===== config.mk =====
export PLATFORM = sky130hd
export DESIGN_NAME = brs_front
export DESIGN_NICKNAME = d
export VERILOG_FILES = /design/src/binomial_row_smoother_core_assert.svh /design/src/brs_pkg.sv /design/src/brs_front.sv
export SDC_FILE = /design/constraint.sdc
export NUM_CORES = 1
export LEC_CHECK = 0
export BUFFER_PORTS_ARGS = -buffer_cell sky130_fd_sc_hd__buf_2
export CAP_MARGIN = 20
export CELL_PAD_IN_SITES_DETAIL_PLACEMENT = 0
export CELL_PAD_IN_SITES_GLOBAL_PLACEMENT = 1
export CORE_MARGIN = 8
export CORE_UTILIZATION = 47
export DETAILED_ROUTE_END_ITERATION = 8
export PLACE_DENSITY = 0.85
export SETUP_SLACK_MARGIN = 0.02
export SKIP_LAST_GASP = 1
export SLEW_MARGIN = 10
export SYNTH_ARGS = -nofsm -noshare
export SYNTH_HDL_FRONTEND = slang
export SYNTH_SLANG_ARGS = --single-unit

===== constraint.sdc =====
create_clock -name clock -period 6.67 [get_ports clock]
set_clock_uncertainty 0.15 [all_clocks]
set_input_delay 0.3335 -clock clock [delete_from_list [all_inputs] [get_ports clock]]
set_output_delay 0.3335 -clock clock [all_outputs]
set_load 0.02 [all_outputs]

===== src/binomial_row_smoother_core_assert.svh =====
// assertion macros for the row smoother
`ifndef BINOMIAL_ROW_SMOOTHER_CORE_ASSERT_SVH
`define BINOMIAL_ROW_SMOOTHER_CORE_ASSERT_SVH
`ifndef NO_ASSERTIONS
`define BRS_ASSERT(label, clk, rst, prop, msg) \
   label: assert property (@(posedge clk) disable iff (rst) prop) else $error(msg);
`define BRS_ASSERT_NORST(label, clk, prop, msg) \
   label: assert property (@(posedge clk) prop) else $error(msg);
`else
`define BRS_ASSERT(label, clk, rst, prop, msg)
`define BRS_ASSERT_NORST(label, clk, prop, msg)
`endif
`endif


===== src/brs_pkg.sv =====
// ----------------------------------------------------------------------------
// brs_pkg
// types, constants and arithmetic helpers of the row smoother
// ----------------------------------------------------------------------------
`timescale 1ns / 1ps
package brs_pkg;
   localparam int MAX_ROW_DEF   = 1024;
   localparam int FRAC_BITS_DEF = 16;
   localparam int CW            = 32;
   localparam int VW            = 3 * CW;
   localparam int NUMW          = 40;

   localparam logic [1:0] REG_ROW_LENGTH = 2'd0;
   localparam logic [1:0] REG_PASS_COUNT = 2'd1;
   localparam logic [1:0] REG_COMPENSATE = 2'd2;
   localparam logic [1:0] REG_WRAP_ENDS  = 2'd3;

   localparam logic KIND_LOAD = 1'b0;
   localparam logic KIND_READ = 1'b1;

   typedef struct packed {
      logic          kind;
      logic [VW-1:0] vec;
   } cmd_type;

   typedef enum logic [3:0] {
      ST_IDLE, ST_LOAD, ST_PASS_START, ST_PASS_LEFT, ST_RD_RIGHT, ST_WAIT_RIGHT,
      ST_CALC, ST_WB, ST_WRAP_A, ST_WRAP_B, ST_WRAP_C, ST_READ_A, ST_READ_B
   } state_type;

   function automatic logic signed [CW-1:0] quarter_round_sat(
      input logic signed [NUMW-1:0] num);
      logic signed [NUMW-1:0] q;
      q = (num + NUMW'(2)) >>> 2;
      if (q > NUMW'(signed'(32'sh7fffffff))) return 32'sh7fffffff;
      else if (q < -NUMW'(64'sd2147483648)) return 32'sh80000000;
      else return q[CW-1:0];
   endfunction
endpackage


===== src/brs_front.sv =====
// ----------------------------------------------------------------------------
// brs_front
// two-entry item queue in front of the engine
// ----------------------------------------------------------------------------
`timescale 1ns / 1ps
module brs_front
   import brs_pkg::*;
(
   input  logic    clock,
   input  logic    reset,
   input  logic    req_valid,
   output logic    req_stall,
   input  cmd_type req_cmd,
   output logic    q_valid,
   output cmd_type q_cmd,
   input  logic    q_pop
);
   cmd_type    slot_ff [2];
   logic [1:0] cnt_ff, cnt_in;
   logic       rd_ff, wr_ff, push;

   assign req_stall = (cnt_ff == 2'd2);
   assign push      = req_valid && !req_stall;
   assign q_valid   = (cnt_ff != 2'd0);
   assign q_cmd     = slot_ff[rd_ff];
   assign cnt_in    = cnt_ff + {1'b0, push} - {1'b0, q_pop && q_valid};

   always_ff @(posedge clock) begin
      if (reset) begin
         cnt_ff <= '0;
         rd_ff  <= 1'b0;
         wr_ff  <= 1'b0;
      end else begin
         cnt_ff <= cnt_in;
         if (push) wr_ff <= !wr_ff;
         if (q_pop && q_valid) rd_ff <= !rd_ff;
      end
      if (push) slot_ff[wr_ff] <= req_cmd;
   end
endmodule


==> flow_summary.rst <==
.. list-table::
   :header-rows: 1

   * - Metric
     - Value
   * - Outcome
     - complete, no violations
   * - Clk pin slew, worst setup/hold paths
     - around 0.06 ns
   * - PD cells
     - about 350 nW/um^2
   * - DR DRC count
     - 0
   * - Static leakage
     - slightly below 4 nW
   * - Count of warnings emitted by yosys
     - 0
   * - Final Max Tran Viols
     - 0
   * - Largest net degree at the start of global routing
     - approximately 70
   * - First-pass detailed-route iteration total
     - 4
   * - Antenna-violating nets left
     - 0
   * - Net count after synthesis
     - ~430
   * - Number of global-route vias before repair
     - around 4500
   * - Cell Int Power
     - ~2.5 mW
   * - Max Clk Rate
     - 328 MHz
   * - GRT Util Overall
     - between 15 and 20%
   * - Hold wc startpoint
     - req_valid
   * - Mean area per synthesized cell
     - about 22 sq um
   * - Die Area
     - between 15000 and 20000 sq um
   * - Initial core utilization
     - 48.2%
   * - Start-to-end type of the worst setup path
     - flip-flop to output port
   * - Setup repair after global routing missed its margin
     - false
   * - Setup slack of the worst register-to-register path
     - around 4.1 ns
   * - Drt wl/cell
     - approximately 18 um
   * - Design Area, Final
     - 10100 sq um
   * - Number of setup violations in the final report
     - 0
   * - CTS buffer count
     - 17
   * - Transition time at the pin with the least slew margin
     - ~0.98 ns
   * - Portion of total power attributed to combinational logic
     - between 20% and 30%
   * - Routability-driven placement congestion ratio
     - between 0.7 and 0.8
   * - Total number of vias
     - between 4000 and 5000
   * - Cell count after synthesis
     - about 330
   * - Number of H-tree levels
     - 4
   * - Sequential power share
     - about 46%
   * - Startpoint of the worst-slack reg-to-reg timing path
     - cnt_ff[0]$_SDFF_PP0_
   * - Largest fanout of any net on the critical path
     - 63
   * - Top library cells by usage in the layout, fill and taps aside
     - buf_2, edfxtp_1, dlygate4sd3_1, mux2_2, mux2_4
   * - Worst setup SP type
     - flip-flop
   * - Most common cell after layout, fill and taps aside
     - buf_2
   * - Number of DRC violations after detailed-routing iteration 0
     - 221
   * - Fraction of layout cells with a size suffix above 1
     - between 50% and 60%
   * - Net switching power of the design
     - ~1.0 mW
   * - Final Cycle Share
     - 45.7%
   * - Final-stage net count
     - ~740
   * - Count of cell types in the netlist
     - 20
   * - Worst min path class
     - input pin to flip-flop
   * - Max capacitance violation total
     - 0
   * - Critical path data arrival time
     - between 2 and 3 ns
   * - Post-CTS Resized
     - 0
   * - Quantity of I/O buffers inserted on ports
     - ~200
   * - Required time at the endpoint of the critical path
     - between 6 and 7 ns
   * - Worst vdd ir
     - approximately 210 uV
   * - Instance area after placement
     - ~8600 sq um
   * - Setup TNS after final layout
     - 0 ns
   * - Area of the core
     - about 15000 sq um
   * - Std cell rows
     - 45
   * - R2r worst-path depth
     - 5
   * - Die outline height
     - about 140 um
   * - Count of pins on the block boundary
     - 200
   * - Count of cells along the worst hold path
     - 4
   * - Ant. Diodes
     - 0
   * - Sw frac
     - 29.6%
   * - Drt total wl
     - 15.3 mm
   * - Number of register bits inferred by synthesis
     - 199
   * - Hold Path End
     - wr_ff$_SDFFE_PP0N_
   * - Relative slew slack
     - 34.8%
   * - Final-report hold violation count
     - 0
   * - Clock latency of the later-clocked register in the worst-skew pair
     - about 0.42 ns
   * - Root cell of the clock tree
     - clkbuf_16
   * - Clock tree from TritonCTS
     - done
   * - Sequential share of the synthesized area
     - 80.6%
   * - Number of sinks driven by the clock tree
     - 199
   * - Critical register-to-register path endpoint
     - slot_ff[0][59]$_DFFE_PP_
   * - Syn Std Cell Area
     - about 7300 sq um
   * - Endpoint class of the critical path
     - output port
   * - Layout overhead on the synthesized area
     - 37.3%
   * - Part of the total power dissipated in the clock network
     - 27.1%
   * - Wire length of the first global-routing pass
     - 23.5 mm
   * - Global route overflow
     - 0
   * - Dpl cells
     - 730
   * - Deepest clock path buffer count
     - 2
   * - Detail-routed via count per cell
     - approximately 4.7
   * - Min Tclk post-route
     - a little over 3 ns
   * - Placed wire-length estimate after detailed placement
     - 9.75 mm
   * - Antenna violations before repair
     - 1
   * - Final instance count without filler cells
     - 860
   * - Die width
     - between 100 and 150 um
worst max-delay path by stage:
stage / start / endpoint / cells past startpoint
floorplan: cnt_ff[0]$_SDFF_PP0_ / slot_ff[0][0]$_DFFE_PP_ / 4
CTS: flip-flop / q_cmd[20] / 3
detailed placement: cnt_ff[0]$_SDFF_PP0_ / slot_ff[0][7]$_DFFE_PP_ / 5
finish: flip-flop / q_cmd[36] / 3
global route: flip-flop / q_cmd[20] / 3
global placement: flip-flop / q_cmd[20] / 3
critical path, stage by stage, from the launching register on:
cell     delay [ns]
dfxtp_4        0.65
buf_4          0.81
mux2_2         0.43
buf_2          0.16
registers in the layout, summed over array words and instances (netlist names), named ones only:
name / cells
cnt_ff: 2
rd_ff: 1
slot_ff: 194
wr_ff: 1
kinds of logic (layout without fill, tap and decap cells):
group / count (synthesis) / after routing / share of synthesized area [%]
mux: 97 / 97 / 16.4
compound gates: 3 / 3 / 0.238
buf+inv: 15 / 336 / 1.38
fa+ha+maj: 2 / 2 / 0.340
xor+xnor: 3 / 3 / 0.358
simple gates: 9 / 9 / 0.664
flops: 199 / 199 / 80.6
routing by layer:
| metal | GRT usage, % | routed length (um) | vias up |
|---|---|---|---|
| li1 | - | - | 1905 |
| met4 | 6.33 | 235 | 2 |
| met2 | 27.4 | 8000 | 141 |
| met3 | 5.84 | 1140 | 23 |
| met1 | 16.4 | 5890 | 1956 |
| met5 | 0 | 8 | - |
repair_timing:
action                                 in CTS  in global routing
setup endpoints to repair                   0                  0
endpoints found under the hold margin     199                  0
setup buffers                               0                  0
hold buffers                               98                  0
power groups by stage:
stage / logic (mW) / clock network (mW) / registers [mW]
floorplan: 0.675 / 0 / 1.62
global placement: 0.912 / 0 / 1.63
detailed placement: 0.925 / 0 / 1.64
CTS: 0.972 / 0.976 / 1.62
global route: 1.02 / 1.02 / 1.63
finish: 0.956 / 0.958 / 1.62
cell usage after synthesis:
library cell / n / share of area [%]
or3_1: 1 / 0.085
inv_1: 4 / 0.20
nand2_1: 1 / 0.051
and3_1: 1 / 0.085
mux2_2: 67 / 10
mux2_4: 30 / 6.1
ha_1: 2 / 0.34
edfxtp_1: 194 / 79
nand2b_2: 1 / 0.12
nor2_1: 3 / 0.15
or2_2: 1 / 0.085
o21a_1: 1 / 0.10
buf_2: 6 / 0.41
xor2_1: 1 / 0.12
dfxtp_1: 5 / 1.4
buf_6: 5 / 0.77
nor2b_1: 1 / 0.085
xnor2_1: 2 / 0.24
a21oi_1: 1 / 0.068
o21ai_0: 1 / 0.068
metrics by stage:
| step | hold WS [ns] | setup WS, ns | power, mW | utilization [%] |
|---|---|---|---|---|
| floorplan | 0.253 | 3.26 | 2.29 | - |
| global placement | 0.338 | 4.05 | 2.55 | 56.1 |
| detailed placement | 0.340 | 4.01 | 2.57 | 56.1 |
| CTS | 0.146 | 3.58 | 3.57 | 66.1 |
| global route | 0.222 | 3.47 | 3.67 | 66.1 |
| finish | 0.164 | 3.62 | 3.53 | 66.1 |
final cells by class:
type | instances | area [sq um]
multi-input combinational | 114 | 1330
inverter | 4 | 17.5
sequential | 199 | 5930
tap | 211 | 264
fill | 1015 | 5170
clock inverter | 14 | 125
timing repair buffer | 300 | 2000
clock buffer | 18 | 429
Power figures use the tool's default switching activity.
